File: src/rtl/core/svpwm_pkg.sv
// ----------------------------------------------------------------------------
// svpwm_pkg
// Shared widths, constants and pipeline word types for the SVPWM compare
// value calculator.
// ----------------------------------------------------------------------------
package svpwm_pkg;

    // Field widths
    localparam int SAMPLE_WIDTH = 16;
    localparam int PERIOD_WIDTH = 16;

    localparam logic [PERIOD_WIDTH-1:0] PERIOD_RESET = PERIOD_WIDTH'(1000);

    // Q1.15 inputs: fractional bits and product widths
    localparam int FRAC_W = SAMPLE_WIDTH - 1;
    localparam int PROD_W = 2 * SAMPLE_WIDTH;
    localparam int ROT_W  = PROD_W + 1 - FRAC_W;

    localparam logic signed [PROD_W:0] ROUND_HALF = 1 <<< (FRAC_W - 1);

    // sqrt(3) in Q.16
    localparam int K_W    = 17;
    localparam int K_FRAC = 16;
    localparam logic signed [K_W:0] SQRT3_Q16 = 113512;

    // Scaled voltage widths
    localparam int PS_W = PERIOD_WIDTH + 1;
    localparam int AK_W = ROT_W + K_W + 1;
    localparam int UA_W = AK_W + PS_W;
    localparam int BP_W = ROT_W + PS_W;
    localparam int WIDE_W = UA_W + 3;

    // X, Y, Z carry CNT_FRAC fractional bits of a count
    localparam int CNT_FRAC  = FRAC_W + K_FRAC + 1;
    localparam int DIV_SHIFT = CNT_FRAC + 1;
    localparam int COUNT_W   = WIDE_W - CNT_FRAC;

    // Sector 1..6 as reported on the output
    typedef enum logic [2:0] {
        SECTOR_1 = 3'd0,
        SECTOR_2 = 3'd1,
        SECTOR_3 = 3'd2,
        SECTOR_4 = 3'd3,
        SECTOR_5 = 3'd4,
        SECTOR_6 = 3'd5
    } sector_t;

    typedef struct packed {
        logic signed [SAMPLE_WIDTH-1:0] volt_d;
        logic signed [SAMPLE_WIDTH-1:0] volt_q;
        logic signed [SAMPLE_WIDTH-1:0] cos_angle;
        logic signed [SAMPLE_WIDTH-1:0] sin_angle;
    } sample_t;

    typedef struct packed {
        logic signed [ROT_W-1:0] alpha;
        logic signed [ROT_W-1:0] beta;
    } park_t;

    // X, Y, Z and the sums the sector stage needs, scale 2^CNT_FRAC
    typedef struct packed {
        logic signed [WIDE_W-1:0] ua2;
        logic signed [WIDE_W-1:0] x;
        logic signed [WIDE_W-1:0] y;
        logic signed [WIDE_W-1:0] z;
        logic signed [WIDE_W-1:0] nx;
        logic signed [WIDE_W-1:0] ny;
        logic signed [WIDE_W-1:0] nz;
    } xyz_t;

    typedef struct packed {
        logic signed [COUNT_W-1:0] ta;
        logic signed [COUNT_W-1:0] tb;
        logic signed [COUNT_W-1:0] tc;
        sector_t                   sector;
    } cmp_t;

endpackage

File: src/rtl/core/svpwm_scale.sv
// ----------------------------------------------------------------------------
// svpwm_scale
// Scale alpha by sqrt(3) and the period, beta by minus the period, and form
// X, Y, Z. Three register stages.
// ----------------------------------------------------------------------------
module svpwm_scale (
    input  logic                                aclk,
    input  logic                                aresetn,
    input  logic [svpwm_pkg::PERIOD_WIDTH-1:0]  period,
    input  logic                                in_valid,
    output logic                                in_ready,
    input  svpwm_pkg::park_t                    in_data,
    output logic                                out_valid,
    input  logic                                out_ready,
    output svpwm_pkg::xyz_t                     out_data
);

    logic v3_reg, v4_reg, v5_reg;
    logic rdy3, rdy4, rdy5;

    logic signed [svpwm_pkg::PS_W-1:0]   p_s;
    logic signed [svpwm_pkg::AK_W-1:0]   ak_reg, ak_next;
    logic signed [svpwm_pkg::BP_W-1:0]   bp_reg, bp_next;
    logic signed [svpwm_pkg::WIDE_W-1:0] ua_reg, ua_next;
    logic signed [svpwm_pkg::WIDE_W-1:0] ub_reg, ub_next;
    logic signed [svpwm_pkg::UA_W-1:0]   ua_prod;
    svpwm_pkg::xyz_t xyz_reg, xyz_next;

    assign rdy5     = !v5_reg || out_ready;
    assign rdy4     = !v4_reg || rdy5;
    assign rdy3     = !v3_reg || rdy4;
    assign in_ready = rdy3;

    always_ff @(posedge aclk) begin
        if (!aresetn) begin
            v3_reg <= 1'b0;
            v4_reg <= 1'b0;
            v5_reg <= 1'b0;
        end else begin
            if (rdy3) begin
                v3_reg <= in_valid;
            end
            if (rdy4) begin
                v4_reg <= v3_reg;
            end
            if (rdy5) begin
                v5_reg <= v4_reg;
            end
        end
    end

    assign p_s = $signed({1'b0, period});

    // Stage 3: alpha * sqrt(3), beta * period
    assign ak_next = in_data.alpha * svpwm_pkg::SQRT3_Q16;
    assign bp_next = in_data.beta * p_s;

    always_ff @(posedge aclk) begin
        if (rdy3 && in_valid) begin
            ak_reg <= ak_next;
            bp_reg <= bp_next;
        end
    end

    // Stage 4: u_alpha and u_beta, both at scale 2^(CNT_FRAC-1)
    assign ua_prod = ak_reg * p_s;
    assign ua_next = svpwm_pkg::WIDE_W'(ua_prod);
    assign ub_next = -(svpwm_pkg::WIDE_W'(bp_reg) <<< svpwm_pkg::K_FRAC);

    always_ff @(posedge aclk) begin
        if (rdy4 && v3_reg) begin
            ua_reg <= ua_next;
            ub_reg <= ub_next;
        end
    end

    // Stage 5: X, Y, Z, their negatives and 2*u_alpha
    always_comb begin
        xyz_next.ua2 = ua_reg <<< 1;
        xyz_next.x   = ub_reg <<< 1;
        xyz_next.y   = ua_reg + ub_reg;
        xyz_next.z   = ub_reg - ua_reg;
        xyz_next.nx  = -(ub_reg <<< 1);
        xyz_next.ny  = -ua_reg - ub_reg;
        xyz_next.nz  = ua_reg - ub_reg;
    end

    always_ff @(posedge aclk) begin
        if (rdy5 && v4_reg) begin
            xyz_reg <= xyz_next;
        end
    end

    assign out_valid = v5_reg;
    assign out_data  = xyz_reg;

endmodule

File: config.mk
export PLATFORM = sky130hd
export DESIGN_NAME = svpwm_scale
export DESIGN_NICKNAME = d
export VERILOG_FILES = /design/src/rtl/core/svpwm_pkg.sv /design/src/rtl/core/svpwm_scale.sv
export SDC_FILE = /design/constraint.sdc
export NUM_CORES = 2
export LEC_CHECK = 0
export ABC_CLOCK_PERIOD_IN_PS = 19200
export BUFFER_PORTS_ARGS = -buffer_cell sky130_fd_sc_hd__buf_2
export CORE_AREA = 2 2 361 363
export CTS_CLUSTER_DIAMETER = 150
export DETAILED_ROUTE_END_ITERATION = 6
export DIE_AREA = 0 0 363 365
export PLACE_DENSITY = 0.77
export SETUP_SLACK_MARGIN = 0.15
export SYNTH_ARGS = -nofsm -noshare
export SYNTH_HDL_FRONTEND = slang
export SYNTH_SLANG_ARGS = --single-unit
export TNS_END_PERCENT = 1
File: constraint.sdc
create_clock -name aclk -period 19.2 [get_ports aclk]
set_clock_uncertainty 0.1 [all_clocks]
set_input_delay 1.92 -clock aclk [delete_from_list [all_inputs] [get_ports aclk]]
set_output_delay 1.92 -clock aclk [all_outputs]
set_load 0.01 [all_outputs]
==> summary.md <==
| Metric | Value |
|---|---|
| Grt met2 use | `roughly 43%` |
| Syn Area/Cell | `slightly below 10 um2` |
| Grt ovf | `0` |
| Vias in the first global route | `~48000` |
| Overall die height | `365 um` |
| Synth area leader | `fa_1` |
| 1st-iter DRT viols | `between 3000 and 4000` |
| Vias per cell | `between 5 and 6` |
| M1 GR Usage | `33.6%` |
| Prevailing post-synth register cell | `edfxtp_1` |
| Sink Count | `482` |
| Setup crit end kind | `flop` |
| Setup total negative slack | `0 ps` |
| Final Setup Violations | `0` |
| Post-CTS Setup Repair Bufs | `0` |
| Bufs on Longest Clock Path | `3` |
| Busiest grt layer | `met2` |
| Reg2Reg Depth | `20` |
| Sequential-to-total area share from yosys stat | `23.0%` |
| # resized after CTS | `0` |
| Layout cells sized above 1 | `8.13%` |
| Final hold viol count | `0` |
| Core Box Area | `between 100000 and 150000 um2` |
| Die area | `132000 um2` |
| Post-synth top cells | `inv_1, fa_1, nand2_1, ha_1, edfxtp_1` |
| GRT met3 Usage | `just under 5%` |
| GP Congestion | `slightly below 1` |
| Hold path cells | `0` |
| Number of flops mapped to enable cells by yosys | `roughly 480` |
| Via count | `around 46000` |
| Reg2reg start | `ak_reg[16]$_DFFE_PP_` |
| Unrepaired setup endpoints after global routing | `false` |
| Worst hold margin | `between 400 and 500 ps` |
| Critical path arrival | `9140 ps` |
| Post-DP HPWL | `137000 um` |
| Mapped Area | `62700 um2` |
| Final nets | `~8100` |
| Worst R2R Setup Slack | `approximately 11000 ps` |
| Hold path start | `ua_reg[10]$_DFFE_PP_` |
| Initial Utilization | `48.7%` |
| Antenna violation net count after detailed routing | `0` |
| DRT Pass-1 Iters | `7` |
| Worst skew pair latency | `660 ps` |
| Drc violations | `1` |
| Req. time, crit path | `19490 ps` |
| Worst setup SP type | `input port` |
| Max reg flops | `321` |
| Yosys warning total | `0` |
| F_max | `roughly 110 MHz` |
| Synthesis-stage register bit count | `482` |
| Ranking of synthesized cells by area | `fa_1, edfxtp_1, ha_1` |
| Number of port buffers | `roughly 400` |
| Fin crit period | `8850 ps` |
| Netlist cell types | `77` |
| Period utilization | `46.1%` |
| Critical Path Fanout Max | `51` |
| CTS tree | `yes` |
| First-pass GRT wire length | `267000 um` |
| Max H-tree Level | `2` |
| Synth top area share | `between 20% and 30%` |
| Die width | `363 um` |
| Largest net degree at the start of global routing | `171` |
| Layout area overhead | `7.78%` |
| Worst hold path class | `flop to flop` |
| Slew headroom | `17.3%` |
| Initial antenna violation count | `20` |
| Mapped Cells | `6367` |
| Worst hold endpoint | `out_data[234]$_DFFE_PP_` |
| I/O Pins | `450` |
| Fin. max-slew vios | `0` |
| GR Util All Layers | `between 20% and 30%` |
| Crit Path Category | `input port to flop` |
| Failing checks | `design-rule violations` |
| Async SR Flop Fraction | `0%` |
| Clk slew on worst S/H paths | `70 ps` |
| CTS root buffer | `clkbuf_16` |
| Measured slew at the worst slew-check pin | `1220 ps` |
| Final wirelength | `171000 um` |
| Status | `finished with violations` |
| CTS Buf Count | `50` |
| Max-cap viol count | `0` |
| Cell with the most instances after synthesis | `inv_1` |
| Row cnt | `132` |
| Reg-to-reg endpoint | `ua_reg[45]$_DFFE_PP_` |
| CTS Hold Bufs | `0` |
| WL/cell | `20.6 um` |
critical path, stage by stage:
cell and delay (ps):
buf_2 80, buf_4 610, nand2_1 210, fa_1 590
inv_1 60, fa_1 480, fa_1 570, fa_1 440
fa_1 490, inv_1 50, fa_1 500, inv_1 50
ha_1 380, a21oi_1 120, o21ai_0 290, nor2_1 120
a2111oi_0 500, o21ai_0 320, a21oi_1 590, o211a_1 340
nor4_1 70, a311o_1 320
worst max-delay path by stage:
stage	slack, ps	depth (start not counted)	start	endpoint
floorplan	1940	2	out_ready	out_data[100]$_DFFE_PP_
global placement	10040	22	period[8]	ua_reg[45]$_DFFE_PP_
detailed placement	9880	22	period[2]	ua_reg[45]$_DFFE_PP_
CTS	10530	22	period[2]	ua_reg[45]$_DFFE_PP_
global route	10140	22	period[2]	ua_reg[45]$_DFFE_PP_
finish	10350	22	period[8]	ua_reg[45]$_DFFE_PP_
metrics by stage:
stage,std cells,setup WS (ps),instance area (um2),util (%)
after detailed placement,8224,9880,65800,51.2
final,8326,10350,67500,52.5
after CTS,8318,10530,67500,52.5
after floorplan,6416,1940,62900,-
after global routing,8320,10140,67500,52.5
after global placement,8224,10040,65800,51.2
cell families after synthesis:
| group | synth area share [%] |
|---|---|
| simple gates | 12.4 |
| other cells | 0.00598 |
| fa+ha+maj | 40.7 |
| mux | 0.0978 |
| compound gates | 8.87 |
| xor+xnor | 4.81 |
| flops | 23.0 |
| buf+inv | 10.1 |
cell usage in the layout, fill, tap and decap left out, drive strengths merged, types with 13 or more instances in the layout:
cell type / Yosys / layout
nand4: 38 / 38
o21bai: 74 / 74
nor3: 83 / 83
o21a: 28 / 28
nand2: 641 / 641
conb: 1 / 50
nor2b: 45 / 45
or3: 17 / 17
o31ai: 27 / 27
and3: 32 / 32
a31oi: 28 / 28
nor2: 216 / 216
a21o: 99 / 99
buf: 80 / 426
clkbuf: 213 / 58
xor2: 62 / 62
o21ai: 143 / 143
xnor2: 282 / 282
a211oi: 39 / 39
ha: 541 / 541
inv: 1309 / 1315
and2: 336 / 336
edfxtp: 479 / 479
nand3: 62 / 62
nand2b: 39 / 39
fa: 935 / 935
nor4: 42 / 42
or4: 13 / 13
a21oi: 251 / 251
o211ai: 22 / 22
clkinv: 10 / 29
layout make-up:
cell class,instances,area (um2)
multi-input cells,4322,42100
inverters,1319,4950
flip-flops and latches,482,14400
diodes,8,20.0
fillers,11300,61100
well taps,1675,2100
repair buffers,426,2210
clock buffers,58,1280
clock inverters,36,414
layer usage:
| metal | wire, um | vias to the layer above |
|---|---|---|
| met1 | 69000 | 22800 |
| met3 | 14700 | 389 |
| li1 | - | 20600 |
| met2 | 80900 | 2066 |
| met4 | 6330 | 18 |
| met5 | 114 | - |
Power is not shown: default switching activity piles up to over one toggle a cycle in this logic, so the estimate is an artifact.
