===== src/rtl/core/svpwm_pkg.sv =====
// ----------------------------------------------------------------------------
// svpwm_pkg
// Shared widths, constants and pipeline word types for the SVPWM compare
// value calculator.
// ----------------------------------------------------------------------------
package svpwm_pkg;

    // Field widths
    localparam int SAMPLE_WIDTH = 16;
    localparam int PERIOD_WIDTH = 16;

    localparam logic [PERIOD_WIDTH-1:0] PERIOD_RESET = PERIOD_WIDTH'(1000);

    // Q1.15 inputs: fractional bits and product widths
    localparam int FRAC_W = SAMPLE_WIDTH - 1;
    localparam int PROD_W = 2 * SAMPLE_WIDTH;
    localparam int ROT_W  = PROD_W + 1 - FRAC_W;

    localparam logic signed [PROD_W:0] ROUND_HALF = 1 <<< (FRAC_W - 1);

    // sqrt(3) in Q.16
    localparam int K_W    = 17;
    localparam int K_FRAC = 16;
    localparam logic signed [K_W:0] SQRT3_Q16 = 113512;

    // Scaled voltage widths
    localparam int PS_W = PERIOD_WIDTH + 1;
    localparam int AK_W = ROT_W + K_W + 1;
    localparam int UA_W = AK_W + PS_W;
    localparam int BP_W = ROT_W + PS_W;
    localparam int WIDE_W = UA_W + 3;

    // X, Y, Z carry CNT_FRAC fractional bits of a count
    localparam int CNT_FRAC  = FRAC_W + K_FRAC + 1;
    localparam int DIV_SHIFT = CNT_FRAC + 1;
    localparam int COUNT_W   = WIDE_W - CNT_FRAC;

    // Sector 1..6 as reported on the output
    typedef enum logic [2:0] {
        SECTOR_1 = 3'd0,
        SECTOR_2 = 3'd1,
        SECTOR_3 = 3'd2,
        SECTOR_4 = 3'd3,
        SECTOR_5 = 3'd4,
        SECTOR_6 = 3'd5
    } sector_t;

    typedef struct packed {
        logic signed [SAMPLE_WIDTH-1:0] volt_d;
        logic signed [SAMPLE_WIDTH-1:0] volt_q;
        logic signed [SAMPLE_WIDTH-1:0] cos_angle;
        logic signed [SAMPLE_WIDTH-1:0] sin_angle;
    } sample_t;

    typedef struct packed {
        logic signed [ROT_W-1:0] alpha;
        logic signed [ROT_W-1:0] beta;
    } park_t;

    // X, Y, Z and the sums the sector stage needs, scale 2^CNT_FRAC
    typedef struct packed {
        logic signed [WIDE_W-1:0] ua2;
        logic signed [WIDE_W-1:0] x;
        logic signed [WIDE_W-1:0] y;
        logic signed [WIDE_W-1:0] z;
        logic signed [WIDE_W-1:0] nx;
        logic signed [WIDE_W-1:0] ny;
        logic signed [WIDE_W-1:0] nz;
    } xyz_t;

    typedef struct packed {
        logic signed [COUNT_W-1:0] ta;
        logic signed [COUNT_W-1:0] tb;
        logic signed [COUNT_W-1:0] tc;
        sector_t                   sector;
    } cmp_t;

endpackage


===== src/rtl/core/svpwm_park.sv =====
// ----------------------------------------------------------------------------
// svpwm_park
// Inverse Park transform: two register stages, products then rounded sums.
// ----------------------------------------------------------------------------
module svpwm_park (
    input  logic              aclk,
    input  logic              aresetn,
    input  logic              in_valid,
    output logic              in_ready,
    input  svpwm_pkg::sample_t in_data,
    output logic              out_valid,
    input  logic              out_ready,
    output svpwm_pkg::park_t  out_data
);

    logic v1_reg, v2_reg;
    logic rdy1, rdy2;

    logic signed [svpwm_pkg::PROD_W-1:0] qc_reg, ds_reg, dc_reg, qs_reg;
    logic signed [svpwm_pkg::PROD_W-1:0] qc_next, ds_next, dc_next, qs_next;
    logic signed [svpwm_pkg::PROD_W:0]   alpha_sum, beta_sum;
    svpwm_pkg::park_t park_reg, park_next;

    // Stage advances when empty or when its word moves on
    assign rdy2     = !v2_reg || out_ready;
    assign rdy1     = !v1_reg || rdy2;
    assign in_ready = rdy1;

    always_ff @(posedge aclk) begin
        if (!aresetn) begin
            v1_reg <= 1'b0;
            v2_reg <= 1'b0;
        end else begin
            if (rdy1) begin
                v1_reg <= in_valid;
            end
            if (rdy2) begin
                v2_reg <= v1_reg;
            end
        end
    end

    // Stage 1: four products
    assign qc_next = in_data.volt_q * in_data.cos_angle;
    assign ds_next = in_data.volt_d * in_data.sin_angle;
    assign dc_next = in_data.volt_d * in_data.cos_angle;
    assign qs_next = in_data.volt_q * in_data.sin_angle;

    always_ff @(posedge aclk) begin
        if (rdy1 && in_valid) begin
            qc_reg <= qc_next;
            ds_reg <= ds_next;
            dc_reg <= dc_next;
            qs_reg <= qs_next;
        end
    end

    // Stage 2: alpha and beta, rounded half up to Q.15
    always_comb begin
        alpha_sum = (svpwm_pkg::PROD_W+1)'(qc_reg) + (svpwm_pkg::PROD_W+1)'(ds_reg)
                  + svpwm_pkg::ROUND_HALF;
        beta_sum  = (svpwm_pkg::PROD_W+1)'(dc_reg) - (svpwm_pkg::PROD_W+1)'(qs_reg)
                  + svpwm_pkg::ROUND_HALF;
        park_next.alpha = svpwm_pkg::ROT_W'(alpha_sum >>> svpwm_pkg::FRAC_W);
        park_next.beta  = svpwm_pkg::ROT_W'(beta_sum >>> svpwm_pkg::FRAC_W);
    end

    always_ff @(posedge aclk) begin
        if (rdy2 && v1_reg) begin
            park_reg <= park_next;
        end
    end

    assign out_valid = v2_reg;
    assign out_data  = park_reg;

endmodule


===== config.mk =====
export PLATFORM = sky130hd
export DESIGN_NAME = svpwm_park
export DESIGN_NICKNAME = d
export VERILOG_FILES = /design/src/rtl/core/svpwm_pkg.sv /design/src/rtl/core/svpwm_park.sv
export SDC_FILE = /design/constraint.sdc
export NUM_CORES = 2
export LEC_CHECK = 0
export ABC_AREA = 1
export BUFFER_PORTS_ARGS = -buffer_cell sky130_fd_sc_hd__buf_2
export CAP_MARGIN = 20
export CORE_ASPECT_RATIO = 0.6
export CORE_UTILIZATION = 45
export DETAILED_ROUTE_END_ITERATION = 7
export SLEW_MARGIN = 15
export SYNTH_ARGS = -nofsm -noshare
export SYNTH_HDL_FRONTEND = slang
export SYNTH_SLANG_ARGS = --single-unit

===== constraint.sdc =====
create_clock -name aclk -period 15 [get_ports aclk]
set_clock_uncertainty 0.2 [all_clocks]
set_input_delay 0 -clock aclk [delete_from_list [all_inputs] [get_ports aclk]]
set_output_delay 0 -clock aclk [all_outputs]
set_load 0.02 [all_outputs]

==> results.tsv <==
stage	metric	value	unit
worst_setup_path	CP Max Fanout	32	
worst_setup_path	r2r endpoint	out_data[27]	
worst_setup_path	Crit. path cell count	19	
yosys	Net Count, Synth	8369	
yosys	Most used DFF post-synth	edfxtp_1	
timing	Max-slew headroom	0.2532	
yosys	Synth area leaders	fa_1, inv_1, nand2_1	
worst_setup_path	flop2flop setup slack	12.16	ns
routing	DRC Markers	0	
worst_hold_path	Hold Path End	out_data[27]	
layout	area grow syn2layout	4.867	%
global_route	Total Routing Usage GR	0.2717	
clocking	Worst-path clk slew	0.08	ns
timing	hold violation count in the final report	0	
global_route	largest net degree at the start of global routing	55	
layout	finished layout cell area	55000	um2
clocking	setup bufs post-CTS	0	
clocking	TritonCTS Buffers	17	
routing	Pre-antenna DRT Iters	6	
worst_setup_path	CP Capture Type	register	
routing	Post-DRT Antenna Nets	0	
yosys	Cell variety after synth	38	
timing	slew of the pin with the lowest slew margin	1.120	ns
clocking	TritonCTS sink count	166	
floorplanning	die span in y	266.4	um
timing	fin. max-slew vios	0	
global_route	first-pass GRT wire length	247300	um
global_route	total congestion overflow	0	
routing	DR iter-0 viols	3171	
worst_setup_path	Critical R2R Launch	qc_reg[15]	
worst_setup_path	Critical Path AT	6.01	ns
timing	Final Critical Period	5.963	ns
worst_setup_path	Worst setup SP type	primary input	
place	detailed placer's ending HPWL	127100	um
routing	routed vias/inst	4.947	
yosys	Synth async-reset ratio	0	
worst_setup_path	CP max stage cell	buf_2	
worst_setup_path	critical path class	primary input to register	
floorplanning	Die Wd	442.7	um
layout	Final #Nets	8332	
yosys	EDFF count, synth	164	
yosys	Mapped Area	52450	um2
place	DP Area	54350	um2
worst_setup_path	critical path's largest stage delay	0.82	ns
timing	setup_tns	0	ns
global_route	initial antenna violation count	10	
clocking	CTS tree	yes	
worst_hold_path	hold_sp	out_ready	
yosys	Mean Syn Cell Area	7.709	um2
worst_hold_path	Min-Delay Path Class	primary input to register	
yosys	Post-Synthesis Cells	6803	
layout	Largest register FFs	36	
worst_setup_path	reg2reg path depth	10	
timing	RSZ-0062 raised after global routing	no	
yosys	Synth top area share	0.4000	
clocking	deepest clock path buffer count	2	
flow_run	Max-cap violations	0	
clocking	CTS resizes	0	
outcome	status	finished, final reports clean	
layout	share of layout cells above drive strength 1	0.02936	
yosys	post-synthesis register bit count	166	
floorplanning	io pins	106	
place	GP Congestion	0.9372	
floorplanning	Core ar.	115000	um2
global_route	vias in the first global route	42940	
routing	vias post-DR	41070	
timing	Setup Viol. Count Final	0	
worst_setup_path	CP Buf/Inv Count	5	
global_route	met3 Use GR	0.05373	
place	Buffers on Ports	105	
worst_setup_path	Req. time, crit path	15.04	ns
global_route	GR Util met2	0.4055	
worst_hold_path	Worst Hold Depth	4	
yosys	post-synth top area cell	fa_1	
global_route	met1 usage	0.4108	
worst_setup_path	crit path cell chain	buf_2 > nand2_1 > fa_1 > inv_1 > fa_1 > fa_1 > fa_1 > fa_1 > inv_1 > fa_1 > inv_1 > ha_1 > nand2_1 > inv_1 > nand2_1 > nor3_1 > nand3_1 > nand4_1 > nand2_1	
global_route	grt peak-use layer	met1	
yosys	Seq/Total Area, Yosys	0.09466	
timing	fin crit share	0.3975	
worst_setup_path	most frequent CP cell	fa_1	
routing	Total Wirelength	153400	um
clocking	clock latency on the worst-skew pair	0.50	ns
clocking	H-tree Lvls	4	
floorplanning	row count	96	
worst_setup_path	delay-heaviest family, CP	adder cells	
floorplanning	Initial Util	0.4563	
yosys	YS warnings	0	
floorplanning	die footprint	118000	um2
timing	max frequency	167.7	MHz
routing	DR WL/cell	18.48	um
clocking	root buffer cell	clkbuf_16	
-- timing repair --
action                     CTS  global route
hold buffers                 7             0
hold endpoints to repair    24             0
setup endpoints to repair    0             0
-- per-layer routing --
layer | vias to the layer above | share of wire | wire length [um]
met1 | 20040 | 0.49 | 74510
met2 | 1356 | 0.41 | 63410
li1 | 19520 | - | -
met3 | 138 | 0.085 | 12980
met5 | - | 0.00051 | 78
met4 | 12 | 0.016 | 2441
-- worst register-to-register path: cells and delay by family (launching register included) --
family / cells / cell delay (ns)
AND/OR/NAND/NOR: 4 / 0.42
adder cells (fa/ha/maj): 2 / 0.70
AO/OA/AOI/OAI: 2 / 0.66
buffers and inverters: 2 / 0.17
flip-flops: 1 / 0.46
-- stage by stage --
step	instances	hold slack, ns	utilization	setup WS (ns)
2_1_floorplan	6803	-0.06839	-	9.621
3_3_place_gp	8259	0.04817	0.4728	8.576
3_5_place_dp	8259	0.05089	0.4728	8.624
4_1_cts	8298	0.07077	0.4784	9.148
5_1_grt	8299	0.1063	0.4784	8.719
6_report	8302	0.1191	0.4785	9.037
-- area by class of cell --
class / count / area [um2]
inverter: 2036 / 7645
clock inverter: 14 / 143.9
fill: 11520 / 59950
antenna: 4 / 10.01
clock buffer: 18 / 429.2
multi-input combinational: 4409 / 39130
tap: 1519 / 1901
sequential: 166 / 4965
timing repair buffer: 136 / 775.7
-- cell families (layout without fill, tap and decap cells) --
group / count (synthesis) / in the layout / share of synthesized area
other cells: 0 / 4 / 0
fa+ha+maj: 1498 / 1498 / 0.5074
xor+xnor: 87 / 87 / 0.01453
simple gates: 2516 / 2516 / 0.1923
flops: 166 / 166 / 0.09466
compound gates: 308 / 308 / 0.03168
buf+inv: 2228 / 2204 / 0.1595
-- cells in the mapped netlist (10+ instances only) --
cell type and n:
a21oi_1 175, clkbuf_1 190, edfxtp_1 164, fa_1 1048, ha_1 450, inv_1 2033, nand2_1 1919, nand2_2 10
nand3_1 177, nand3b_1 13, nand4_1 70, nor2_1 257, nor2_2 10, nor3_1 39, o21ai_0 82, o21bai_1 25
xnor2_1 20, xor2_1 67
-- placed cells by master (no fill, tap or decap), types with 4 or more instances in the layout --
master         netlist  routed
a21boi_0             5       5
a21o_1               9       9
a21oi_1            175     174
and2_1               4       4
buf_2                0     105
buf_4                0      24
clkbuf_16            0      17
clkinv_4             0       4
diode_2              0       4
dlygate4sd3_1        0       7
edfxtp_1           164     164
fa_1              1048    1048
ha_1               450     450
inv_1             2033    2032
inv_6                0       5
nand2_1           1919    1919
nand2_2             10      10
nand3_1            177     177
nand3b_1            13      13
nand4_1             70      70
nor2_1             257     257
nor2_2              10      10
nor3_1              39      39
nor3_2               4       4
o21a_1               4       4
o21ai_0             82      82
o21bai_1            25      25
xnor2_1             20      20
xor2_1              67      67
-- how the worst max path moves through the flow --
stage,to,startpoint
global route,qs_reg[31],in_data[47]
floorplan,qs_reg[23],in_data[47]
global placement,qc_reg[30],in_data[23]
CTS,qs_reg[31],in_data[4]
finish,dc_reg[26],in_data[57]
detailed placement,qc_reg[30],in_data[23]
Power is not shown: default switching activity piles up to over one toggle a cycle in this logic, so the estimate is an artifact.
