<file path="src/rtl/core/svpwm_pkg.sv">
// ----------------------------------------------------------------------------
// svpwm_pkg
// Shared widths, constants and pipeline word types for the SVPWM compare
// value calculator.
// ----------------------------------------------------------------------------
package svpwm_pkg;

    // Field widths
    localparam int SAMPLE_WIDTH = 16;
    localparam int PERIOD_WIDTH = 16;

    localparam logic [PERIOD_WIDTH-1:0] PERIOD_RESET = PERIOD_WIDTH'(1000);

    // Q1.15 inputs: fractional bits and product widths
    localparam int FRAC_W = SAMPLE_WIDTH - 1;
    localparam int PROD_W = 2 * SAMPLE_WIDTH;
    localparam int ROT_W  = PROD_W + 1 - FRAC_W;

    localparam logic signed [PROD_W:0] ROUND_HALF = 1 <<< (FRAC_W - 1);

    // sqrt(3) in Q.16
    localparam int K_W    = 17;
    localparam int K_FRAC = 16;
    localparam logic signed [K_W:0] SQRT3_Q16 = 113512;

    // Scaled voltage widths
    localparam int PS_W = PERIOD_WIDTH + 1;
    localparam int AK_W = ROT_W + K_W + 1;
    localparam int UA_W = AK_W + PS_W;
    localparam int BP_W = ROT_W + PS_W;
    localparam int WIDE_W = UA_W + 3;

    // X, Y, Z carry CNT_FRAC fractional bits of a count
    localparam int CNT_FRAC  = FRAC_W + K_FRAC + 1;
    localparam int DIV_SHIFT = CNT_FRAC + 1;
    localparam int COUNT_W   = WIDE_W - CNT_FRAC;

    // Sector 1..6 as reported on the output
    typedef enum logic [2:0] {
        SECTOR_1 = 3'd0,
        SECTOR_2 = 3'd1,
        SECTOR_3 = 3'd2,
        SECTOR_4 = 3'd3,
        SECTOR_5 = 3'd4,
        SECTOR_6 = 3'd5
    } sector_t;

    typedef struct packed {
        logic signed [SAMPLE_WIDTH-1:0] volt_d;
        logic signed [SAMPLE_WIDTH-1:0] volt_q;
        logic signed [SAMPLE_WIDTH-1:0] cos_angle;
        logic signed [SAMPLE_WIDTH-1:0] sin_angle;
    } sample_t;

    typedef struct packed {
        logic signed [ROT_W-1:0] alpha;
        logic signed [ROT_W-1:0] beta;
    } park_t;

    // X, Y, Z and the sums the sector stage needs, scale 2^CNT_FRAC
    typedef struct packed {
        logic signed [WIDE_W-1:0] ua2;
        logic signed [WIDE_W-1:0] x;
        logic signed [WIDE_W-1:0] y;
        logic signed [WIDE_W-1:0] z;
        logic signed [WIDE_W-1:0] nx;
        logic signed [WIDE_W-1:0] ny;
        logic signed [WIDE_W-1:0] nz;
    } xyz_t;

    typedef struct packed {
        logic signed [COUNT_W-1:0] ta;
        logic signed [COUNT_W-1:0] tb;
        logic signed [COUNT_W-1:0] tc;
        sector_t                   sector;
    } cmp_t;

endpackage

</file>
<file path="src/rtl/core/svpwm_sector.sv">
// ----------------------------------------------------------------------------
// svpwm_sector
// Pick the sector from the signs of X, Y, Z, then form the unclamped phase
// compare values. Two register stages.
// ----------------------------------------------------------------------------
module svpwm_sector (
    input  logic                                aclk,
    input  logic                                aresetn,
    input  logic [svpwm_pkg::PERIOD_WIDTH-1:0]  period,
    input  logic                                in_valid,
    output logic                                in_ready,
    input  svpwm_pkg::xyz_t                     in_data,
    output logic                                out_valid,
    input  logic                                out_ready,
    output svpwm_pkg::cmp_t                     out_data
);

    localparam int WW = svpwm_pkg::WIDE_W;
    localparam int CW = svpwm_pkg::COUNT_W;

    logic v6_reg, v7_reg;
    logic rdy6, rdy7;

    logic y_neg, z_neg, x_pos;
    logic signed [WW-1:0] diff, half_w, sum_w;

    svpwm_pkg::sector_t sector_reg, sector_next;
    logic signed [CW-1:0] ta_reg, ta_next;
    logic signed [CW-1:0] fz_reg, fz_next;
    logic signed [CW-1:0] fny_reg, fny_next;
    logic signed [CW-1:0] fnx_reg, fnx_next;
    logic signed [CW-1:0] fx_reg, fx_next;
    svpwm_pkg::cmp_t cmp_reg, cmp_next;

    assign rdy7     = !v7_reg || out_ready;
    assign rdy6     = !v6_reg || rdy7;
    assign in_ready = rdy6;

    always_ff @(posedge aclk) begin
        if (!aresetn) begin
            v6_reg <= 1'b0;
            v7_reg <= 1'b0;
        end else begin
            if (rdy6) begin
                v6_reg <= in_valid;
            end
            if (rdy7) begin
                v7_reg <= v6_reg;
            end
        end
    end

    // Stage 6: sector, phase A and the floored X, Y, Z terms
    always_comb begin
        y_neg = in_data.y[WW-1];
        z_neg = in_data.z[WW-1];
        x_pos = !in_data.x[WW-1] && (in_data.x != '0);

        if (y_neg) begin
            if (z_neg) begin
                sector_next = svpwm_pkg::SECTOR_5;
            end else if (x_pos) begin
                sector_next = svpwm_pkg::SECTOR_3;
            end else begin
                sector_next = svpwm_pkg::SECTOR_4;
            end
        end else begin
            if (!z_neg) begin
                sector_next = svpwm_pkg::SECTOR_2;
            end else if (x_pos) begin
                sector_next = svpwm_pkg::SECTOR_1;
            end else begin
                sector_next = svpwm_pkg::SECTOR_6;
            end
        end

        // Y-Z, X-Z and Y-X reduce to 2*u_alpha, Y and -Z
        case (sector_next)
            svpwm_pkg::SECTOR_2, svpwm_pkg::SECTOR_5: begin
                diff = in_data.ua2;
            end
            svpwm_pkg::SECTOR_1, svpwm_pkg::SECTOR_4: begin
                diff = in_data.y;
            end
            default: begin
                diff = in_data.nz;
            end
        endcase

        half_w  = $signed(WW'(period >> 1) << svpwm_pkg::CNT_FRAC);
        sum_w   = half_w + diff;
        ta_next = CW'(sum_w >>> svpwm_pkg::DIV_SHIFT) + $signed(CW'(period >> 2));

        fz_next  = CW'(in_data.z >>> svpwm_pkg::CNT_FRAC);
        fny_next = CW'(in_data.ny >>> svpwm_pkg::CNT_FRAC);
        fnx_next = CW'(in_data.nx >>> svpwm_pkg::CNT_FRAC);
        fx_next  = CW'(in_data.x >>> svpwm_pkg::CNT_FRAC);
    end

    always_ff @(posedge aclk) begin
        if (rdy6 && in_valid) begin
            sector_reg <= sector_next;
            ta_reg     <= ta_next;
            fz_reg     <= fz_next;
            fny_reg    <= fny_next;
            fnx_reg    <= fnx_next;
            fx_reg     <= fx_next;
        end
    end

    // Stage 7: phases B and C; sectors 3 and 6 derive B from C
    always_comb begin
        cmp_next.ta     = ta_reg;
        cmp_next.sector = sector_reg;
        case (sector_reg)
            svpwm_pkg::SECTOR_2, svpwm_pkg::SECTOR_5: begin
                cmp_next.tb = ta_reg + fz_reg;
                cmp_next.tc = ta_reg + fny_reg;
            end
            svpwm_pkg::SECTOR_1, svpwm_pkg::SECTOR_4: begin
                cmp_next.tb = ta_reg + fz_reg;
                cmp_next.tc = ta_reg + fz_reg + fnx_reg;
            end
            default: begin
                cmp_next.tc = ta_reg + fny_reg;
                cmp_next.tb = ta_reg + fny_reg + fx_reg;
            end
        endcase
    end

    always_ff @(posedge aclk) begin
        if (rdy7 && v6_reg) begin
            cmp_reg <= cmp_next;
        end
    end

    assign out_valid = v7_reg;
    assign out_data  = cmp_reg;

endmodule
</file>
<file path="config.mk">
export PLATFORM = sky130hd
export DESIGN_NAME = svpwm_sector
export DESIGN_NICKNAME = d
export VERILOG_FILES = /design/src/rtl/core/svpwm_pkg.sv /design/src/rtl/core/svpwm_sector.sv
export SDC_FILE = /design/constraint.sdc
export NUM_CORES = 1
export LEC_CHECK = 0
export BUFFER_PORTS_ARGS = -buffer_cell sky130_fd_sc_hd__buf_2
export CAP_MARGIN = 10
export CELL_PAD_IN_SITES_DETAIL_PLACEMENT = 1
export CELL_PAD_IN_SITES_GLOBAL_PLACEMENT = 1
export CORE_ASPECT_RATIO = 0.6
export CORE_UTILIZATION = 38
export CTS_BUF_LIST = sky130_fd_sc_hd__clkbuf_16
export CTS_CLUSTER_DIAMETER = 150
export CTS_CLUSTER_SIZE = 20
export DETAILED_ROUTE_END_ITERATION = 10
export PLACE_DENSITY = 0.8
export SLEW_MARGIN = 0
export SYNTH_ARGS = -nofsm -noshare
export SYNTH_HDL_FRONTEND = slang
export SYNTH_SLANG_ARGS = --single-unit
</file>
<file path="constraint.sdc">
create_clock -name aclk -period 8.7 [get_ports aclk]
set_input_delay 1.74 -clock aclk [delete_from_list [all_inputs] [get_ports aclk]]
set_output_delay 1.74 -clock aclk [all_outputs]
set_load 0.01 [all_outputs]
</file>
==> results of run 1 <==
==> metal layers <==
| metal | up-vias | part of all wire, % |
|---|---|---|
| met4 | 0 | 1.8 |
| met2 | 309 | 45 |
| met5 | - | 0 |
| met3 | 25 | 5.4 |
| met1 | 5327 | 48 |
| li1 | 5273 | - |
==> final timing paths <==
path | end | cells after the start | slack [ns]
max reg2reg | out_data[25]$_DFFE_PP_ | 19 | 2.78
min | out_valid$_SDFFE_PN0P_ | 1 | 0.55
min reg2reg | out_valid$_SDFFE_PN0P_ | 1 | 0.55
max | ta_reg[17]$_DFFE_PP_ | 28 | 0.88
==> power by group <==
group	switching, W	internal, W
clock network	0.000355	0.000425
logic	0.00177	0.00125
registers	0.000108	0.00131
==> area by class of cell <==
cell class / count / share of cell area, %
Inverter: 27 / 0.6398
Clock buffer: 17 / 2.685
Tap cell: 459 / 3.625
Antenna cell: 7 / 0.1106
Sequential cell: 200 / 37.79
Timing Repair Buffer: 312 / 10.13
Clock inverter: 14 / 0.9320
Multi-Input combinational cell: 973 / 44.10
==> cell usage in the layout, fill, tap and decap left out, types with 6 or more instances in the layout <==
| master | instances |
|---|---|
| clkbuf_16 | 17 |
| edfxtp_1 | 198 |
| buf_4 | 17 |
| nor3_1 | 27 |
| nor2_1 | 107 |
| buf_2 | 295 |
| nand2b_1 | 23 |
| or2_2 | 8 |
| diode_2 | 7 |
| a22oi_1 | 7 |
| xor2_1 | 37 |
| o21ai_0 | 85 |
| a211oi_1 | 8 |
| ha_1 | 124 |
| and3_1 | 9 |
| o21bai_1 | 10 |
| a31oi_1 | 13 |
| nand4_1 | 7 |
| nand2_1 | 90 |
| a221oi_1 | 14 |
| nand3_1 | 21 |
| and2_1 | 8 |
| nor2b_1 | 13 |
| xnor2_1 | 77 |
| nor4_1 | 15 |
| inv_1 | 28 |
| a21o_1 | 39 |
| fa_1 | 6 |
| mux2_2 | 7 |
| o21a_1 | 27 |
| or3_1 | 9 |
| a21oi_1 | 82 |
==> worst register-to-register path, cell delays in order (launching register included) <==
cell and delay (ns):
edfxtp_1 0.52, ha_1 0.28, fa_1 0.42, a21o_1 0.20
a21o_1 0.20, a21oi_1 0.20, o21ai_0 0.27, a21oi_1 0.25
xnor2_1 0.24, ha_1 0.37, a21o_1 0.22, a21o_1 0.21
o21ai_0 0.38, a21oi_1 0.17, a2111oi_0 0.66, o21ai_0 0.22
a41o_1 0.30, a31oi_1 0.21, xnor2_1 0.08, mux2_2 0.26
==> metrics by stage <==
step	std cells	worst slack [ns]	area [um2]	hold WS (ns)	util, %
4_1_cts	2002	0.8191	15820	0.5448	46.68
2_1_floorplan	1226	1.189	13160	0.4587	-
5_1_grt	2009	0.4242	15840	0.5700	46.73
3_3_place_gp	1971	0.4215	15250	0.5201	44.99
6_report	2009	0.8754	15840	0.5472	46.73
3_5_place_dp	1971	0.3708	15250	0.5176	44.99
==> cell families (layout without fill, tap and decap cells) <==
family                   Yosys count  after routing  synth area share, %
buffers and inverters             53            370                1.607
AND/OR/NAND/NOR                  360            360                13.52
flip-flops                       200            200                45.48
multiplexers                      15             15                1.322
other                              0              7                    0
XOR/XNOR                         114            114                7.587
adder cells (fa/ha/maj)          130            130                12.70
AO/OA/AOI/OAI                    354            354                17.78
==> results.tsv, run 1 <==
metric	value	unit
Worst path max stage delay	0.51	ns
gr usage total	23.15	%
post-cts sizing count	0	
CP Launch Point	in_data[313]	
Post-DP HPWL	33680	um
die area	35400	um2
Synthesized Nets	1768	
critical path's top delay family	compound AO/OA/AOI/OAI gates	
Residual DRC	0	
ys flop type	edfxtp_1	
min-delay worst type	flop to flop	
Avg Synthesized Cell Area	10.73	um2
Routed Antenna Nets	0	
Final GP Congestion	0.8673	
Unique masters post-synth	80	
H-tree levels	4	
most used cell, CP	a21oi_1	
port buffer count	295	
run status	finished clean	
CP arrival	8.00	ns
max reg flops	75	
total gr overflow	0	
Worst slew margin	31.74	%
total power density per cell area	329.7	nW/um2
final setup vio count	0	
sequential element share of the synthesized area	45.48	%
Final #Nets	2073	
first-pass GRT wire length	63190	um
CTS buffer count	17	
final clock skew	0.01400	ns
asr flop ratio synth	0	%
final hold violations	0	
Crit. End Element	flop	
TritonCTS clock tree	built	
drt wl/cell	20.56	um
Hold Startpoint	v6_reg$_SDFFE_PN0N_	
Via density	5.443	
clock root buffer	clkbuf_16	
I/O pin total	489	
worst-path fanout max	9	
Die Wd	242.3	um
met3 usage	4.632	%
Fin Setup TNS	0	ns
most common cell in the netlist	edfxtp_1	
Leak Pwr	6.665	nW
RSZ-0062 raised after global routing	no	
later-pin clock latency in the skew report	0.44	ns
Ys Warns	0	
WP buf/inv	3	
FF+latch count, synth	200	
Sequential Area	5986	um2
GRT busiest layer	met2	
Synth Cell Area	13160	um2
Crit Path Class	input port to flop	
Startpoint Class	input port	
vias in the first global route	11345	
Reg-to-Reg Start	ta_reg[0]$_DFFE_PP_	
Gate Count Post-Synth	1226	
Max stage delay cell, worst path	o41ai_4	
DR iter-0 viols	587	
post-CTS setup buffer count	0	
Tot Pwr	0.005223	W
worst slew pin tran	1.024	ns
fin crit share	89.94	%
synth cell count leaders	198 x edfxtp_1, 124 x ha_1, 107 x nor2_1, 90 x nand2_1, 85 x o21ai_0	
Initial Util	38.82	%
top-area cell type share of the netlist area	45.18	%
core footprint	33900	um2
final wirelength	41310	um
Multi-input gate area	6985	um2
Area contributors post-synth	edfxtp_1 45%, ha_1 12%, xnor2_1 5.1%	
Die Y	146.2	um
Req. time, crit path	8.88	ns
met1 Usage GRT	31.99	%
GRT met2 Usage	37.17	%
Vias	10934	
Max IR drop VDD	0.1780	mV
First-pass DRT Iterations	5	
Final min period	7.825	ns
share of layout cells above drive strength 1	24.69	%
largest net degree at the start of global routing	76	
EDFF count, synth	198	
area added between synthesis and finish	20.37	%
initial antenna violation count	6	
Max Cap Viol	0	
Final Slew Violations	0	
num rows	52	
CTS clock-pin slew for the worst setup and hold paths	0.07	ns
Synth area leader	edfxtp_1	
hold buffer count at cts	0	
# fillers	3831	
Peak Freq	127.8	MHz
clk sinks	200	
largest buffer count on any clock path	2	
Power figures use the tool's default switching activity.
==> run 2: changes to the inputs <==
PLACE_DENSITY = default   (was 0.8)
PLACE_DENSITY_LB_ADDON = 0.12   (was default)
==> run 2 against run 1 <==
Compared with the run above:
- final cell count is essentially flat
- clock skew grew 0.0022 ns
- first-iteration DRC count increased by 1.2%
- sequential power about the same
- critical endpoint is now ta_reg[22]$_DFFE_PP_
- highest routed layer is now met5
==> results.tsv, run 2 (synthesized netlist as in run 1, its figures left out) <==
metric	value	unit	change
run status	finished clean		unchanged
max reg flops	75		unchanged
largest buffer count on any clock path	2		unchanged
Hold Startpoint	ta_reg[23]$_DFFE_PP_		was v6_reg$_SDFFE_PN0N_
First-pass DRT Iterations	5		unchanged
R2R depth	19		unchanged
gr usage total	23.42	%	was 23.15%
reg2reg setup slack	2.72	ns	was 2.78 ns
Finished Layout Cells	2007		was 2009
initial antenna violation count	9		was 6
most frequent cells in the layout	295 x buf_2, 198 x edfxtp_1, 124 x ha_1, 107 x nor2_1, 90 x nand2_1		unchanged
final hold violations	0		unchanged
area added between synthesis and finish	20.21	%	was 20.37%
Worst slew margin	24.78	%	was 31.74%
drt wl/cell	20.74	um	was 20.56 um
Reg-to-Reg Start	ta_reg[0]$_DFFE_PP_		unchanged
Final #Nets	2072		was 2073
first-pass GRT wire length	62650	um	was 63190 um
reg2reg end	out_data[25]$_DFFE_PP_		unchanged
Routed Antenna Nets	0		unchanged
Vias	10765		was 10934
Post-DP HPWL	33770	um	was 33680 um
TritonCTS clock tree	built		unchanged
Startpoint Class	input port		unchanged
Residual DRC	0		unchanged
final setup vio count	0		unchanged
final clock skew	0.01617	ns	was 0.01400 ns
CTS buffer count	17		unchanged
fin crit share	92.17	%	was 89.94%
clk sinks	200		unchanged
final wirelength	41620	um	was 41310 um
Crit. End Element	flop		unchanged
Final GP Congestion	0.8537		was 0.8673
RSZ-0062 raised after global routing	no		unchanged
total gr overflow	0		unchanged
die area	35400	um2	unchanged
Min-Delay Endpoint	out_data[74]$_DFFE_PP_		was out_valid$_SDFFE_PN0P_
Core Util, Final	46.67	%	was 46.73%
total power density per cell area	329.7	nW/um2	about the same
min-delay worst type	flop to flop		unchanged
worst slew pin tran	1.126	ns	was 1.024 ns
later-pin clock latency in the skew report	0.46	ns	was 0.44 ns
Post-Place Cells	1970		was 1971
vias in the first global route	10911		was 11345
CTS clock-pin slew for the worst setup and hold paths	0.07	ns	about the same
Final min period	8.019	ns	was 7.825 ns
Fin Setup TNS	0	ns	unchanged
share of layout cells above drive strength 1	24.76	%	was 24.69%
Req. time, crit path	8.90	ns	was 8.88 ns
post-cts sizing count	0		unchanged
port buffer count	295		unchanged
core footprint	33900	um2	unchanged
setup slack at placement	0.1099	ns	was 0.3708 ns
I/O pin total	489		unchanged
Hold Crit Depth	0		was 1
Crit Path Class	input port to flop		unchanged
Via density	5.364		was 5.443
Die Y	146.2	um	unchanged
Peak Freq	124.7	MHz	was 127.8 MHz
hold buffer count at cts	0		unchanged
DR iter-0 viols	594		was 587
clock root buffer	clkbuf_16		unchanged
Max Cap Viol	0		unchanged
largest net degree at the start of global routing	76		unchanged
post-CTS setup buffer count	0		unchanged
Initial Util	38.82	%	unchanged
most common cell after layout, fill and taps aside	buf_2		unchanged
H-tree levels	4		unchanged
setup ws final	0.6811	ns	was 0.8754 ns
CP arrival	8.22	ns	was 8.00 ns
num rows	52		unchanged
Final Slew Violations	0		unchanged
Leak Pwr	6.643	nW	was 6.665 nW
Die Wd	242.3	um	unchanged
worst-path fanout max	10		was 9
Max IR drop VDD	0.1637	mV	was 0.1780 mV
## run 2: worst max-delay path by stage
| stage | startpoint | endpoint |
|---|---|---|
| 2_1_floorplan | in_data[223] | ta_reg[17]$_DFFE_PP_ |
| 5_1_grt | in_data[310] | ta_reg[22]$_DFFE_PP_ |
| 3_3_place_gp | in_data[310] | ta_reg[20]$_DFFE_PP_ |
| 3_5_place_dp | in_data[310] | ta_reg[22]$_DFFE_PP_ |
| 4_1_cts | in_data[310] | ta_reg[22]$_DFFE_PP_ |
| 6_report | in_data[310] | ta_reg[22]$_DFFE_PP_ |
## run 2: metrics by stage
stage / hold WS, ns / total power [W] / area, um2
2_1_floorplan: 0.4587 / 0.003535 / 13160
3_5_place_dp: 0.5218 / 0.004397 / 15240
4_1_cts: 0.5400 / 0.005206 / 15810
6_report: 0.5315 / 0.005215 / 15820
5_1_grt: 0.5681 / 0.005589 / 15820
3_3_place_gp: 0.5123 / 0.004293 / 15240
## run 2: where the power goes
part / switching [W] / internal [W] / total, W
logic: 0.00178 / 0.00125 / 0.00303
clock network: 0.000381 / 0.000400 / 0.000780
registers: 0.0000968 / 0.00131 / 0.00141
## run 2: cell type report
type                            count  area [um2]
Antenna cell                        5       12.51
Clock buffer                       17       425.4
Clock inverter                     15       138.9
Fill cell                        3816       18080
Inverter                           27       101.3
Multi-Input combinational cell    973        6985
Sequential cell                   200        5986
Tap cell                          459       574.3
Timing Repair Buffer              311        1597
## run 2: metal layers
metal	track usage, %	routed length, um
met5	0	35
met1	34.64	21090
met2	34.24	17610
met3	5.680	2429
met4	5.475	455
## run 2: worst max-delay path: stages
cell,delay [ns]
buf_2,0.10
nor4_1,0.46
nand4_1,0.40
o41ai_4,0.40
buf_4,0.26
a21oi_1,0.09
o22ai_1,0.38
a22oi_1,0.11
o21ai_0,0.51
inv_1,0.14
fa_1,0.46
nor2b_1,0.21
o21bai_1,0.10
a21boi_0,0.32
nor2_1,0.10
xnor2_1,0.14
ha_1,0.35
nor3_1,0.21
nor2_1,0.07
a31oi_1,0.26
nor2b_1,0.08
o21a_1,0.19
o41ai_1,0.40
o21ai_0,0.27
nand2_1,0.23
nor4_2,0.07
xnor2_1,0.16
